### config.mk
export PLATFORM = sky130hd
export DESIGN_NAME = packed_grid_difference_decoder_top
export DESIGN_NICKNAME = d
export VERILOG_FILES = /design/src/hdl/pgdd_pkg.sv /design/src/hdl/packed_grid_difference_decoder_top.sv /design/src/hdl/pgdd_csr.sv /design/src/hdl/pgdd_datapath.sv
export SDC_FILE = /design/constraint.sdc
export NUM_CORES = 1
export LEC_CHECK = 0
export ABC_AREA = 1
export BUFFER_PORTS_ARGS = -buffer_cell sky130_fd_sc_hd__buf_2
export CAP_MARGIN = 20
export CORE_MARGIN = 5
export CORE_UTILIZATION = 35
export DETAILED_ROUTE_END_ITERATION = 8
export PLACE_DENSITY = 0.58
export SYNTH_ARGS = -nofsm -noshare
export SYNTH_HDL_FRONTEND = slang
export SYNTH_HIERARCHICAL = 1
export SYNTH_SLANG_ARGS = --single-unit
### constraint.sdc
create_clock -name clock -period 14.6 [get_ports clock]
set_input_delay 2.92 -clock clock [delete_from_list [all_inputs] [get_ports clock]]
set_output_delay 2.92 -clock clock [all_outputs]
set_load 0.005 [all_outputs]
### src/hdl/pgdd_pkg.sv
// Shared constants, types and register indexes of the packed grid difference decoder.
`timescale 1ns / 1ps

package pgdd_pkg;

   localparam int MAX_COLUMNS   = 1024;
   localparam int MAX_ROWS      = 1024;
   localparam int FRACTION_BITS = 24;

   localparam int VALUE_WIDTH = 48;
   localparam int BYTE_WIDTH  = 8;
   localparam int EXP_WIDTH   = 6;
   localparam int COL_WIDTH   = $clog2(MAX_COLUMNS + 1);
   localparam int ROW_WIDTH   = $clog2(MAX_ROWS + 1);
   localparam int CIDX_WIDTH  = (MAX_COLUMNS > 1) ? $clog2(MAX_COLUMNS) : 1;
   localparam int RIDX_WIDTH  = (MAX_ROWS > 1) ? $clog2(MAX_ROWS) : 1;
   localparam int CSR_DATA_WIDTH = VALUE_WIDTH;

   // Byte value that encodes a zero difference, and the exponent of an unscaled byte.
   localparam int BYTE_BIAS   = 127;
   localparam int EXP_BIAS    = 7;
   localparam int SHIFT_BIAS  = FRACTION_BITS - EXP_BIAS;

   // Difference magnitude before the sign: wide enough for the largest left shift.
   localparam int SHIFT_WIDTH     = 8;
   localparam int MAG_WIDTH       = VALUE_WIDTH + 9;
   localparam int OVERSIZE_SHIFT  = VALUE_WIDTH + 2;
   localparam int SUM_WIDTH       = MAG_WIDTH + 2;

   typedef enum logic [1:0] {
      CSR_GRID_COLUMNS   = 2'd0,
      CSR_GRID_ROWS      = 2'd1,
      CSR_SCALE_EXPONENT = 2'd2,
      CSR_FIRST_VALUE    = 2'd3
   } csr_index_type;

   typedef struct packed {
      logic [COL_WIDTH-1:0]          columns;
      logic [ROW_WIDTH-1:0]          rows;
      logic signed [EXP_WIDTH-1:0]   scale_exponent;
      logic signed [VALUE_WIDTH-1:0] first_value;
   } cfg_type;

   typedef struct packed {
      logic signed [VALUE_WIDTH-1:0] value;
      logic                          saturated;
   } sum_type;

endpackage

### src/hdl/packed_grid_difference_decoder_top.sv
// Top level of the packed grid difference decoder: input register, position and result register.
//
// Usage: packed bytes arrive on the req_ channel, one grid point per item, scanned row by row.
// Each accepted item yields exactly one rsp_ item: the decoded 48-bit value (24 fraction bits),
// end_of_row, end_of_grid and a saturated flag. Both channels move an item on a clock edge with
// valid high and stall low.
// An accepted item waits in the input register, and the scale and saturating add then load
// the result register, where rsp_valid rises; the result is taken from there. Throughput is
// one item per cycle while the receiver does not stall, set by the single add between the
// input and result registers; the running value feeds back in the same cycle.
// When the receiver stalls, the result register holds and the input register still takes one
// more item; req_stall rises only when both are full.
// Reset clears both registers, the grid position and the running values, and loads the
// defaults: one column, one row, exponent 7, first value 0. Write the csr_ registers only while
// no item is in flight. After the last point of a grid the next grid starts from first_value.
`timescale 1ns / 1ps

module packed_grid_difference_decoder_top (
   input  logic                                       clock,
   input  logic                                       reset,
   input  logic                                       csr_write_enable,
   input  pgdd_pkg::csr_index_type                    csr_index,
   input  logic [pgdd_pkg::CSR_DATA_WIDTH-1:0]        csr_write_data,
   input  logic                                       req_valid,
   output logic                                       req_stall,
   input  logic [pgdd_pkg::BYTE_WIDTH-1:0]            req_packed_byte,
   output logic                                       rsp_valid,
   input  logic                                       rsp_stall,
   output logic signed [pgdd_pkg::VALUE_WIDTH-1:0]    rsp_value,
   output logic                                       rsp_end_of_row,
   output logic                                       rsp_end_of_grid,
   output logic                                       rsp_saturated
);
   import pgdd_pkg::*;

   cfg_type cfg;
   sum_type sum;

   logic                          in_valid_ff;
   logic [BYTE_WIDTH-1:0]         in_byte_ff;
   logic                          out_valid_ff;
   logic signed [VALUE_WIDTH-1:0] out_value_ff;
   logic                          out_eor_ff;
   logic                          out_eog_ff;
   logic                          out_sat_ff;
   logic signed [VALUE_WIDTH-1:0] running_ff;
   logic signed [VALUE_WIDTH-1:0] row_start_ff;
   logic [CIDX_WIDTH-1:0]         column_ff;
   logic [RIDX_WIDTH-1:0]         row_ff;
   logic [CIDX_WIDTH-1:0]         column_in;
   logic [RIDX_WIDTH-1:0]         row_in;

   logic                          out_ready;
   logic                          advance;
   logic                          req_accept;
   logic signed [VALUE_WIDTH-1:0] base;
   logic                          eor;
   logic                          eog;

   pgdd_csr u_csr (
      .clock            (clock),
      .reset            (reset),
      .csr_write_enable (csr_write_enable),
      .csr_index        (csr_index),
      .csr_write_data   (csr_write_data),
      .cfg              (cfg)
   );

   pgdd_datapath u_datapath (
      .packed_byte    (in_byte_ff),
      .scale_exponent (cfg.scale_exponent),
      .base           (base),
      .result         (sum)
   );

   assign out_ready  = !out_valid_ff || !rsp_stall;
   assign advance    = in_valid_ff && out_ready;
   assign req_stall  = in_valid_ff && !out_ready;
   assign req_accept = req_valid && !req_stall;

   always_comb begin
      if (column_ff != '0) begin
         base = running_ff;
      end else if (row_ff == '0) begin
         base = cfg.first_value;
      end else begin
         base = row_start_ff;
      end

      // The position may sit past a shrunken size, so the ends compare with >=.
      eor = ({1'b0, column_ff} + (CIDX_WIDTH + 1)'(1)) >= (CIDX_WIDTH + 1)'(cfg.columns);
      eog = eor && (({1'b0, row_ff} + (RIDX_WIDTH + 1)'(1)) >= (RIDX_WIDTH + 1)'(cfg.rows));

      if (eor) begin
         column_in = '0;
         row_in    = eog ? '0 : row_ff + RIDX_WIDTH'(1);
      end else begin
         column_in = column_ff + CIDX_WIDTH'(1);
         row_in    = row_ff;
      end
   end

   always_ff @(posedge clock) begin
      if (reset) begin
         in_valid_ff  <= 1'b0;
         out_valid_ff <= 1'b0;
         running_ff   <= '0;
         row_start_ff <= '0;
         column_ff    <= '0;
         row_ff       <= '0;
      end else begin
         if (req_accept) begin
            in_valid_ff <= 1'b1;
         end else if (advance) begin
            in_valid_ff <= 1'b0;
         end
         if (out_ready) begin
            out_valid_ff <= in_valid_ff;
         end
         if (advance) begin
            running_ff <= sum.value;
            if (column_ff == '0) begin
               row_start_ff <= sum.value;
            end
            column_ff <= column_in;
            row_ff    <= row_in;
         end
      end
   end

   always_ff @(posedge clock) begin
      if (req_accept) begin
         in_byte_ff <= req_packed_byte;
      end
      if (advance) begin
         out_value_ff <= sum.value;
         out_eor_ff   <= eor;
         out_eog_ff   <= eog;
         out_sat_ff   <= sum.saturated;
      end
   end

   assign rsp_valid       = out_valid_ff;
   assign rsp_value       = out_value_ff;
   assign rsp_end_of_row  = out_eor_ff;
   assign rsp_end_of_grid = out_eog_ff;
   assign rsp_saturated   = out_sat_ff;

   a_eog_has_eor: assert property (@(posedge clock) disable iff (reset)
      out_valid_ff && out_eog_ff |-> out_eor_ff)
      else $error("end of grid reported without end of row");

   a_stall_only_when_full: assert property (@(posedge clock) disable iff (reset)
      req_stall |-> in_valid_ff && out_valid_ff)
      else $error("input stalled while a register was free");

   a_row_end_resets_column: assert property (@(posedge clock) disable iff (reset)
      advance && eor |=> column_ff == '0)
      else $error("column position not cleared after end of row");

   a_saturated_at_limit: assert property (@(posedge clock) disable iff (reset)
      out_valid_ff && out_sat_ff |->
         out_value_ff == {1'b1, {(VALUE_WIDTH - 1){1'b0}}} ||
         out_value_ff == {1'b0, {(VALUE_WIDTH - 1){1'b1}}})
      else $error("saturated result not at a range limit");

   a_grid_end_resets_row: assert property (@(posedge clock) disable iff (reset)
      advance && eog |=> row_ff == '0 && column_ff == '0)
      else $error("grid position not cleared after end of grid");

endmodule

### src/hdl/pgdd_csr.sv
// Configuration registers of the decoder, with the grid sizes clamped to their legal range.
`timescale 1ns / 1ps

module pgdd_csr (
   input  logic                                clock,
   input  logic                                reset,
   input  logic                                csr_write_enable,
   input  pgdd_pkg::csr_index_type             csr_index,
   input  logic [pgdd_pkg::CSR_DATA_WIDTH-1:0] csr_write_data,
   output pgdd_pkg::cfg_type                   cfg
);
   import pgdd_pkg::*;

   logic [COL_WIDTH-1:0]          columns_ff;
   logic [ROW_WIDTH-1:0]          rows_ff;
   logic signed [EXP_WIDTH-1:0]   exponent_ff;
   logic signed [VALUE_WIDTH-1:0] first_value_ff;

   always_ff @(posedge clock) begin
      if (reset) begin
         columns_ff     <= COL_WIDTH'(1);
         rows_ff        <= ROW_WIDTH'(1);
         exponent_ff    <= EXP_WIDTH'(EXP_BIAS);
         first_value_ff <= '0;
      end else if (csr_write_enable) begin
         unique case (csr_index)
            CSR_GRID_COLUMNS:   columns_ff     <= csr_write_data[COL_WIDTH-1:0];
            CSR_GRID_ROWS:      rows_ff        <= csr_write_data[ROW_WIDTH-1:0];
            CSR_SCALE_EXPONENT: exponent_ff    <= csr_write_data[EXP_WIDTH-1:0];
            CSR_FIRST_VALUE:    first_value_ff <= csr_write_data[VALUE_WIDTH-1:0];
            default: ;
         endcase
      end
   end

   // A size of zero acts as one, and sizes past the maximum act as the maximum.
   always_comb begin
      if (columns_ff == '0) begin
         cfg.columns = COL_WIDTH'(1);
      end else if (columns_ff > COL_WIDTH'(MAX_COLUMNS)) begin
         cfg.columns = COL_WIDTH'(MAX_COLUMNS);
      end else begin
         cfg.columns = columns_ff;
      end
      if (rows_ff == '0) begin
         cfg.rows = ROW_WIDTH'(1);
      end else if (rows_ff > ROW_WIDTH'(MAX_ROWS)) begin
         cfg.rows = ROW_WIDTH'(MAX_ROWS);
      end else begin
         cfg.rows = rows_ff;
      end
      cfg.scale_exponent = exponent_ff;
      cfg.first_value    = first_value_ff;
   end

endmodule

### src/hdl/pgdd_datapath.sv
// Scales one packed byte into a fixed point difference and adds it to the base with saturation.
`timescale 1ns / 1ps

module pgdd_datapath (
   input  logic [pgdd_pkg::BYTE_WIDTH-1:0]         packed_byte,
   input  logic signed [pgdd_pkg::EXP_WIDTH-1:0]   scale_exponent,
   input  logic signed [pgdd_pkg::VALUE_WIDTH-1:0] base,
   output pgdd_pkg::sum_type                       result
);
   import pgdd_pkg::*;

   logic signed [BYTE_WIDTH:0]    diff_raw;
   logic [BYTE_WIDTH-1:0]         mag;
   logic [MAG_WIDTH-1:0]          mag_ext;
   logic signed [SHIFT_WIDTH-1:0] shift;
   logic [SHIFT_WIDTH-1:0]        right_shift;
   logic [MAG_WIDTH-1:0]          scaled;
   logic signed [SUM_WIDTH-1:0]   diff;
   logic signed [SUM_WIDTH-1:0]   sum;
   logic                          overflow;

   always_comb begin
      diff_raw = $signed({1'b0, packed_byte}) - (BYTE_WIDTH + 1)'(BYTE_BIAS);
      mag      = diff_raw[BYTE_WIDTH] ? BYTE_WIDTH'(-diff_raw) : diff_raw[BYTE_WIDTH-1:0];
      mag_ext  = MAG_WIDTH'(mag);

      shift = $signed({{(SHIFT_WIDTH - EXP_WIDTH){scale_exponent[EXP_WIDTH-1]}},
                       scale_exponent}) + SHIFT_WIDTH'(SHIFT_BIAS);
      right_shift = SHIFT_WIDTH'(-shift);

      // A nonzero difference shifted past the value width counts as far out of range, so the sum saturates.
      if (mag == '0) begin
         scaled = '0;
      end else if (shift > SHIFT_WIDTH'(VALUE_WIDTH)) begin
         scaled = MAG_WIDTH'(1) << OVERSIZE_SHIFT;
      end else if (!shift[SHIFT_WIDTH-1]) begin
         scaled = mag_ext << shift[SHIFT_WIDTH-2:0];
      end else begin
         scaled = mag_ext >> right_shift;
      end

      diff = diff_raw[BYTE_WIDTH] ? -$signed({2'b00, scaled}) : $signed({2'b00, scaled});
      sum  = $signed({{(SUM_WIDTH - VALUE_WIDTH){base[VALUE_WIDTH-1]}}, base}) + diff;

      // Out of range when the bits above the value's sign do not all match it.
      overflow = (sum[SUM_WIDTH-1:VALUE_WIDTH-1] != '0) &&
                 (sum[SUM_WIDTH-1:VALUE_WIDTH-1] != '1);
      result.saturated = overflow;
      if (!overflow) begin
         result.value = sum[VALUE_WIDTH-1:0];
      end else if (sum[SUM_WIDTH-1]) begin
         result.value = {1'b1, {(VALUE_WIDTH - 1){1'b0}}};
      end else begin
         result.value = {1'b0, {(VALUE_WIDTH - 1){1'b1}}};
      end
   end

endmodule

==> results.json, run 1 <==
{
  "status": "completed",
  "dpl-instance-area_sq_um": 19800,
  "ant_nets": 0,
  "critical_path.max_fanout": 95,
  "design.final.nets": 3011,
  "port_buffers": 115,
  "power_density_nw_per_um2": 127,
  "die_h_microns": 242,
  "worstPathRequired_ns": 15.13,
  "timing.critical_path.mode_cell": "sky130_fd_sc_hd__nand2_1",
  "diodes": 0,
  "cp-start-kind": "flop",
  "die_w_microns": 242,
  "crit-reg2reg-launch": "u_csr/exponent_ff[0]$_SDFFE_PP1P_",
  "worstMarginPinSlew_ns": 1.05,
  "power.net_switching_uw": 1070,
  "antenna_found_initial": 0,
  "route.detailed.wl_per_inst_microns": 17.5,
  "synth.ff_latch_count": 253,
  "worst-r2r-cell-count": 36,
  "dieArea_sq_um": 58700,
  "critPathCaptureType": "flop",
  "min-delay-start": "row_start_ff[42]$_SDFFE_PP0P_",
  "avgViaCountPerCell": 5.27,
  "share_seq_of_total_power": 0.311,
  "detailroute.via_count": 18860,
  "layout.cells.most_common": "sky130_fd_sc_hd__nand2_1",
  "synth_warnings": 6,
  "syn_inst": 2823,
  "finalHoldViolCount": 0,
  "drt_iter0_drc": 1398,
  "timing.critical_path.slowest_cell_delay_ns": 0.91,
  "post-route-cell-area_sq_um": 20800,
  "wl_met2_microns": 28800,
  "worst_slack_ns": 5.64,
  "hold_path.class": "flop to flop",
  "global_route.overflow_total": 0,
  "pin_count": 116,
  "cp_slowest_cell": "sky130_fd_sc_hd__nor2_1",
  "postSynthAreaPerCell_sq_um": 6.69,
  "cell_internal_pwr_uw": 1570,
  "final.setup.tns_ns": 0,
  "commonest_cells_after_routing_fill_and_taps_aside": "sky130_fd_sc_hd__nand2_1 (601), sky130_fd_sc_hd__inv_1 (313), sky130_fd_sc_hd__nor2_1 (281)",
  "power.leakage_uw": 0.00931,
  "max-slew-margin-rel": 0.300,
  "timing.setup.critical_path_class": "flop to flop",
  "final-max-slew-violation-count": 0,
  "worst_clock_skew_ns": 0.0269,
  "combPwrFrac": 0.398,
  "gr-usage-all-layers": 0.206,
  "floorplan.rows": 85,
  "p_clk_frac": 0.291,
  "hpwlAfterDp_microns": 47600,
  "vdd.ir_drop.worst_uv": 84.7,
  "place.gp.congestion": 0.985,
  "first_pass_iters": 5,
  "rsz_0062_raised_after_global_routing": "false",
  "core_region_area_sq_um": 53600,
  "cts.root.buffer_cell": "sky130_fd_sc_hd__clkbuf_16",
  "hold_end": "row_start_ff[42]$_SDFFE_PP0P_",
  "layout.core_utilization": 0.388,
  "setup.reg_to_reg.worst_slack_ns": 5.64,
  "clkSinkCount": 253,
  "tritoncts": "done",
  "achievable-frequency_ghz": 0.112,
  "r2r-end": "running_ff[44]$_SDFFE_PP0P_",
  "mappedNetlistNets": 2975,
  "synth.yosys.seq_area_share": 0.299,
  "final_min_period_over_clock_period": 0.614,
  "ys_types": 59,
  "start_util": 0.352,
  "synth-edff-count": 59,
  "layout-drive-gt1-share": 0.104,
  "maxCapViolations": 0,
  "min_path_cells": 2,
  "final.min_clock_period_ns": 8.96,
  "clock_latency_ns": 0.60,
  "synthArstFlopShare": 0,
  "cts_post_setup_buffers_inserted": 0,
  "post_synth_instance_area_sq_um": 18900,
  "pre_cts_ws_ns": 5.81,
  "flow.area_growth_from_synthesis_pct": 10.2,
  "final-setup-viol-count": 0,
  "postSynth.topFlopCell": "sky130_fd_sc_hd__dfxtp_1",
  "htree_depth": 1,
  "cts_resized": 0,
  "route.detailed.drc": 0,
  "power_switching_share": 0.405,
  "critPathArrivalTime_ns": 9.49,
  "routedLengthMet1_microns": 29300,
  "maxUsedRoutingLayer": "met4",
  "first_global_vias": 18148,
  "tritoncts.num_buffers": 31,
  "met3_wl_post_dr_microns": 3050,
  "clkSlewWorstSetupHoldPaths_ns": 0.06,
  "cts-hold-fix-buffers": 0,
  "clk_path_buf_depth": 3,
  "grt_pass1_wl_microns": 100000,
  "routed_wl_microns": 62600,
  "maximum_number_of_pins_on_one_net_before_global_route_repair": 96
}
-- final cells by class --
type                    instances  area, sq um
fillers                      5702        32800
multi-input cells            2103        11300
flip-flops and latches        253         5660
inverters                     336         1260
well taps                     696          871
clock buffers                  41          843
repair buffers                134          738
clock inverters                17          174
-- cells by family (layout without fill, tap and decap cells) --
family	count (synthesis)	in the layout	synth area share
buffers and inverters	467	528	0.105
adder cells (fa/ha/maj)	89	89	0.0594
XOR/XNOR	120	120	0.0557
flip-flops	253	253	0.299
AO/OA/AOI/OAI	617	617	0.178
AND/OR/NAND/NOR	1277	1277	0.303
-- synthesized netlist by cell type (40+ instances only) --
cell                       number  area (sq um)
sky130_fd_sc_hd__dfxtp_1      194          3880
sky130_fd_sc_hd__inv_1        315          1180
sky130_fd_sc_hd__ha_1          88          1100
sky130_fd_sc_hd__xnor2_1       40           350
sky130_fd_sc_hd__a21oi_1      264          1320
sky130_fd_sc_hd__nand3_1      227          1140
sky130_fd_sc_hd__xor2_1        80           701
sky130_fd_sc_hd__nand4_1       56           350
sky130_fd_sc_hd__o21ai_0      210          1050
sky130_fd_sc_hd__o22ai_1       44           275
sky130_fd_sc_hd__clkbuf_1      54           203
sky130_fd_sc_hd__edfxtp_1      59          1770
sky130_fd_sc_hd__nand2_1      601          2260
sky130_fd_sc_hd__nor2_1       282          1060
sky130_fd_sc_hd__buf_2         41           205
-- worst max-delay path, delay by kind of cell (launching register included) --
family | cells | cell delay, ns
buffers and inverters | 3 | 1.62
AOI/OAI and AO/OA | 9 | 1.99
adders and majority gates | 1 | 0.35
and+or+nand+nor | 22 | 3.70
xor gates and xnor gates | 1 | 0.32
DFF | 1 | 0.72
-- through the flow --
stage	hold slack [ns]	power (uW)	cells
after global placement	0.428	1860	3520
after global routing	0.457	2820	3580
after CTS	0.442	2650	3578
after floorplan	0.420	1590	2823
after detailed placement	0.433	1870	3520
final	0.439	2640	3580
-- power by group through the flow --
| stage | Sequential [uW] | Combinational [uW] | Clock, uW |
|---|---|---|---|
| after floorplan | 831 | 758 | 0 |
| final | 822 | 1050 | 770 |
| after detailed placement | 837 | 1040 | 0 |
| after CTS | 823 | 1040 | 788 |
| after global routing | 828 | 1170 | 818 |
| after global placement | 836 | 1030 | 0 |
-- sequential cells by signal, summed over array words and instances (netlist names), 10 cells and up --
signal                flops
u_csr/rows_ff            11
rsp_value                48
row_ff                   10
column_ff                10
running_ff               48
u_csr/columns_ff         11
u_csr/first_value_ff     48
row_start_ff             48
-- worst max-delay path by stage --
stage,start,to,slack [ns],cells past startpoint
5_1_grt,in_byte_ff[0]$_DFFE_PP_,running_ff[11]$_SDFFE_PP0P_,4.73,41
2_1_floorplan,rsp_stall,req_stall,8.56,2
3_3_place_gp,u_csr/exponent_ff[0]$_SDFFE_PP1P_,row_start_ff[4]$_SDFFE_PP0P_,5.82,37
4_1_cts,u_csr/exponent_ff[0]$_SDFFE_PP1P_,running_ff[12]$_SDFFE_PP0P_,5.76,38
6_report,u_csr/exponent_ff[0]$_SDFFE_PP1P_,running_ff[44]$_SDFFE_PP0P_,5.64,36
3_5_place_dp,u_csr/exponent_ff[0]$_SDFFE_PP1P_,row_start_ff[4]$_SDFFE_PP0P_,5.81,37
-- routing by layer --
metal / track usage / up-vias
met2: 0.341 / 516
met3: 0.0225 / 80
met4: 0.0460 / 0
li1: - / 9447
met5: 0 / -
met1: 0.290 / 8817
Note: power is estimated with default switching activity, not from simulation.
==> inputs of run 2 (changes only) <==
--- a/config.mk
+++ b/config.mk
@@ -11,7 +11,7 @@
 export CORE_MARGIN = 5
 export CORE_UTILIZATION = 35
 export DETAILED_ROUTE_END_ITERATION = 8
-export PLACE_DENSITY = 0.58
+export PLACE_DENSITY = 0.6
 export SYNTH_ARGS = -nofsm -noshare
 export SYNTH_HDL_FRONTEND = slang
 export SYNTH_HIERARCHICAL = 1
==> constraint.sdc (replaced) <==
create_clock -name clock -period 7.8 [get_ports clock]
set_input_delay 1.56 -clock clock [delete_from_list [all_inputs] [get_ports clock]]
set_output_delay 1.56 -clock clock [all_outputs]
set_load 0.005 [all_outputs]
==> run 2 against run 1 <==
Net effect:
- final cell count increased by 0.50%
- maximum frequency increased by 26%
- sequential share of layout area shrank 0.31 points
- largest power group unchanged
- global-route usage shrank 1.0 points
- die area did not move
- non-clock buffer count increased by 19
- highest routed layer is now met5
- clock power up 90%
- critical path type unchanged
- sequential power up 87%
==> results.json, run 2 (synthesis gave the netlist of run 1 again) <==
{
  "maxCapViolations": 0,
  "detailroute.via_count": 18435,
  "critPathCaptureType": "flop",
  "status": "completed",
  "pre_cts_ws_ns": 0.721,
  "cp-start-kind": "flop",
  "min_path_cells": 2,
  "fillCellCount": 5846,
  "hpwlAfterDp_microns": 45500,
  "share_seq_of_total_power": 0.309,
  "floorplan.rows": 85,
  "cts_post_setup_buffers_inserted": 0,
  "p_clk_frac": 0.294,
  "commonest_cells_after_routing_fill_and_taps_aside": "sky130_fd_sc_hd__nand2_1 (601), sky130_fd_sc_hd__inv_1 (312), sky130_fd_sc_hd__nor2_1 (280)",
  "layout.cells.most_common": "sky130_fd_sc_hd__nand2_1",
  "max-slew-margin-rel": 0.325,
  "cts_resized": 0,
  "route.detailed.drc": 0,
  "dieArea_sq_um": 58700,
  "hold_path.class": "flop to flop",
  "tritoncts": "done",
  "power_switching_share": 0.397,
  "clock_latency_ns": 0.57,
  "gr-usage-all-layers": 0.195,
  "place.gp.congestion": 0.990,
  "achievable-frequency_ghz": 0.141,
  "routed_wl_microns": 59700,
  "cell_internal_pwr_uw": 3000,
  "avgViaCountPerCell": 5.12,
  "multiInputGateArea_sq_um": 11300,
  "layout-drive-gt1-share": 0.111,
  "combPwrFrac": 0.397,
  "final-setup-viol-count": 0,
  "first_global_vias": 17064,
  "port_buffers": 115,
  "rsz_0062_raised_after_global_routing": "false",
  "area.sequential_sq_um": 5660,
  "worstPathRequired_ns": 8.27,
  "timing.critical_path.slowest_cell_delay_ns": 0.48,
  "final.setup.tns_ns": 0,
  "power.net_switching_uw": 1980,
  "die_w_microns": 242,
  "power_density_nw_per_um2": 236,
  "clkSlewWorstSetupHoldPaths_ns": 0.06,
  "cts-hold-fix-buffers": 0,
  "antenna_found_initial": 2,
  "worst-r2r-cell-count": 39,
  "final.min_clock_period_ns": 7.11,
  "power.leakage_uw": 0.00943,
  "critical_path.max_fanout": 38,
  "global_route.overflow_total": 0,
  "finalHoldViolCount": 0,
  "cp_slowest_cell": "sky130_fd_sc_hd__xor2_1",
  "cts.root.buffer_cell": "sky130_fd_sc_hd__clkbuf_16",
  "drt_iter0_drc": 1511,
  "timing.critical_path.mode_cell": "sky130_fd_sc_hd__nand2_1",
  "worst_clock_skew_ns": 0.0268,
  "route.detailed.wl_per_inst_microns": 16.6,
  "ant_nets": 0,
  "vdd.ir_drop.worst_uv": 190,
  "worstMarginPinSlew_ns": 1.00,
  "clkSinkCount": 253,
  "clk_path_buf_depth": 3,
  "core_region_area_sq_um": 53600,
  "final-max-slew-violation-count": 0,
  "final_min_period_over_clock_period": 0.912,
  "design.final.nets": 3029,
  "flow.area_growth_from_synthesis_pct": 11.5,
  "start_util": 0.352,
  "tritoncts.num_buffers": 30,
  "grt_pass1_wl_microns": 95200,
  "die_h_microns": 242,
  "timing.setup.critical_path_class": "flop to flop",
  "first_pass_iters": 5,
  "maximum_number_of_pins_on_one_net_before_global_route_repair": 61,
  "htree_depth": 1,
  "critPathArrivalTime_ns": 7.59,
  "worst_slack_ns": 0.689,
  "pin_count": 116
}
[run 2: final timing paths]
path                                  from                       endpoint  slack, ns
min          row_start_ff[16]$_SDFFE_PP0P_  row_start_ff[16]$_SDFFE_PP0P_       0.44
max                in_byte_ff[1]$_DFFE_PP_   row_start_ff[9]$_SDFFE_PP0P_       0.69
min reg2reg  row_start_ff[16]$_SDFFE_PP0P_  row_start_ff[16]$_SDFFE_PP0P_       0.44
max reg2reg        in_byte_ff[1]$_DFFE_PP_   row_start_ff[9]$_SDFFE_PP0P_       0.69
[run 2: area by class of cell]
type / instances / share of cell area
multi-input cells: 2103 / 0.536
inverters: 336 / 0.0599
repair buffers: 153 / 0.0443
clock inverters: 13 / 0.00654
clock buffers: 43 / 0.0429
diodes: 1 / 0.000119
well taps: 696 / 0.0414
flip-flops and latches: 253 / 0.269
[run 2: layer usage]
| metal | track usage | wire length [microns] | share of wire |
|---|---|---|---|
| met1 | 0.284 | 29000 | 0.49 |
| met2 | 0.307 | 25900 | 0.43 |
| met4 | 0.0448 | 1250 | 0.021 |
| met5 | 0 | 13 | 0.00022 |
| met3 | 0.0288 | 3480 | 0.058 |
[run 2: critical path, delay by kind of cell, from the launching register on]
family / cells / cell delay [ns]
AOI/OAI and AO/OA: 6 / 1.07
buffers and inverters: 3 / 0.37
and+or+nand+nor: 26 / 3.69
xor gates and xnor gates: 2 / 0.73
adders and majority gates: 2 / 0.71
DFF: 1 / 0.43
[run 2: metrics by stage]
step / cell area, sq um / total power [uW] / std cells / util / hold slack (ns)
6_report: 21000 / 4970 / 3598 / 0.393 / 0.439
2_1_floorplan: 18900 / 2970 / 2823 / - / 0.420
4_1_cts: 21000 / 4990 / 3596 / 0.392 / 0.442
3_3_place_gp: 20000 / 3510 / 3540 / 0.372 / 0.429
3_5_place_dp: 20000 / 3500 / 3540 / 0.372 / 0.433
5_1_grt: 21000 / 5300 / 3597 / 0.393 / 0.456
[run 2: power by group through the flow]
stage	clock network, uW	logic (uW)	registers [uW]
final	1460	1970	1540
after global routing	1550	2200	1550
after CTS	1500	1950	1540
after detailed placement	0	1940	1560
after global placement	0	1940	1560
after floorplan	0	1420	1550
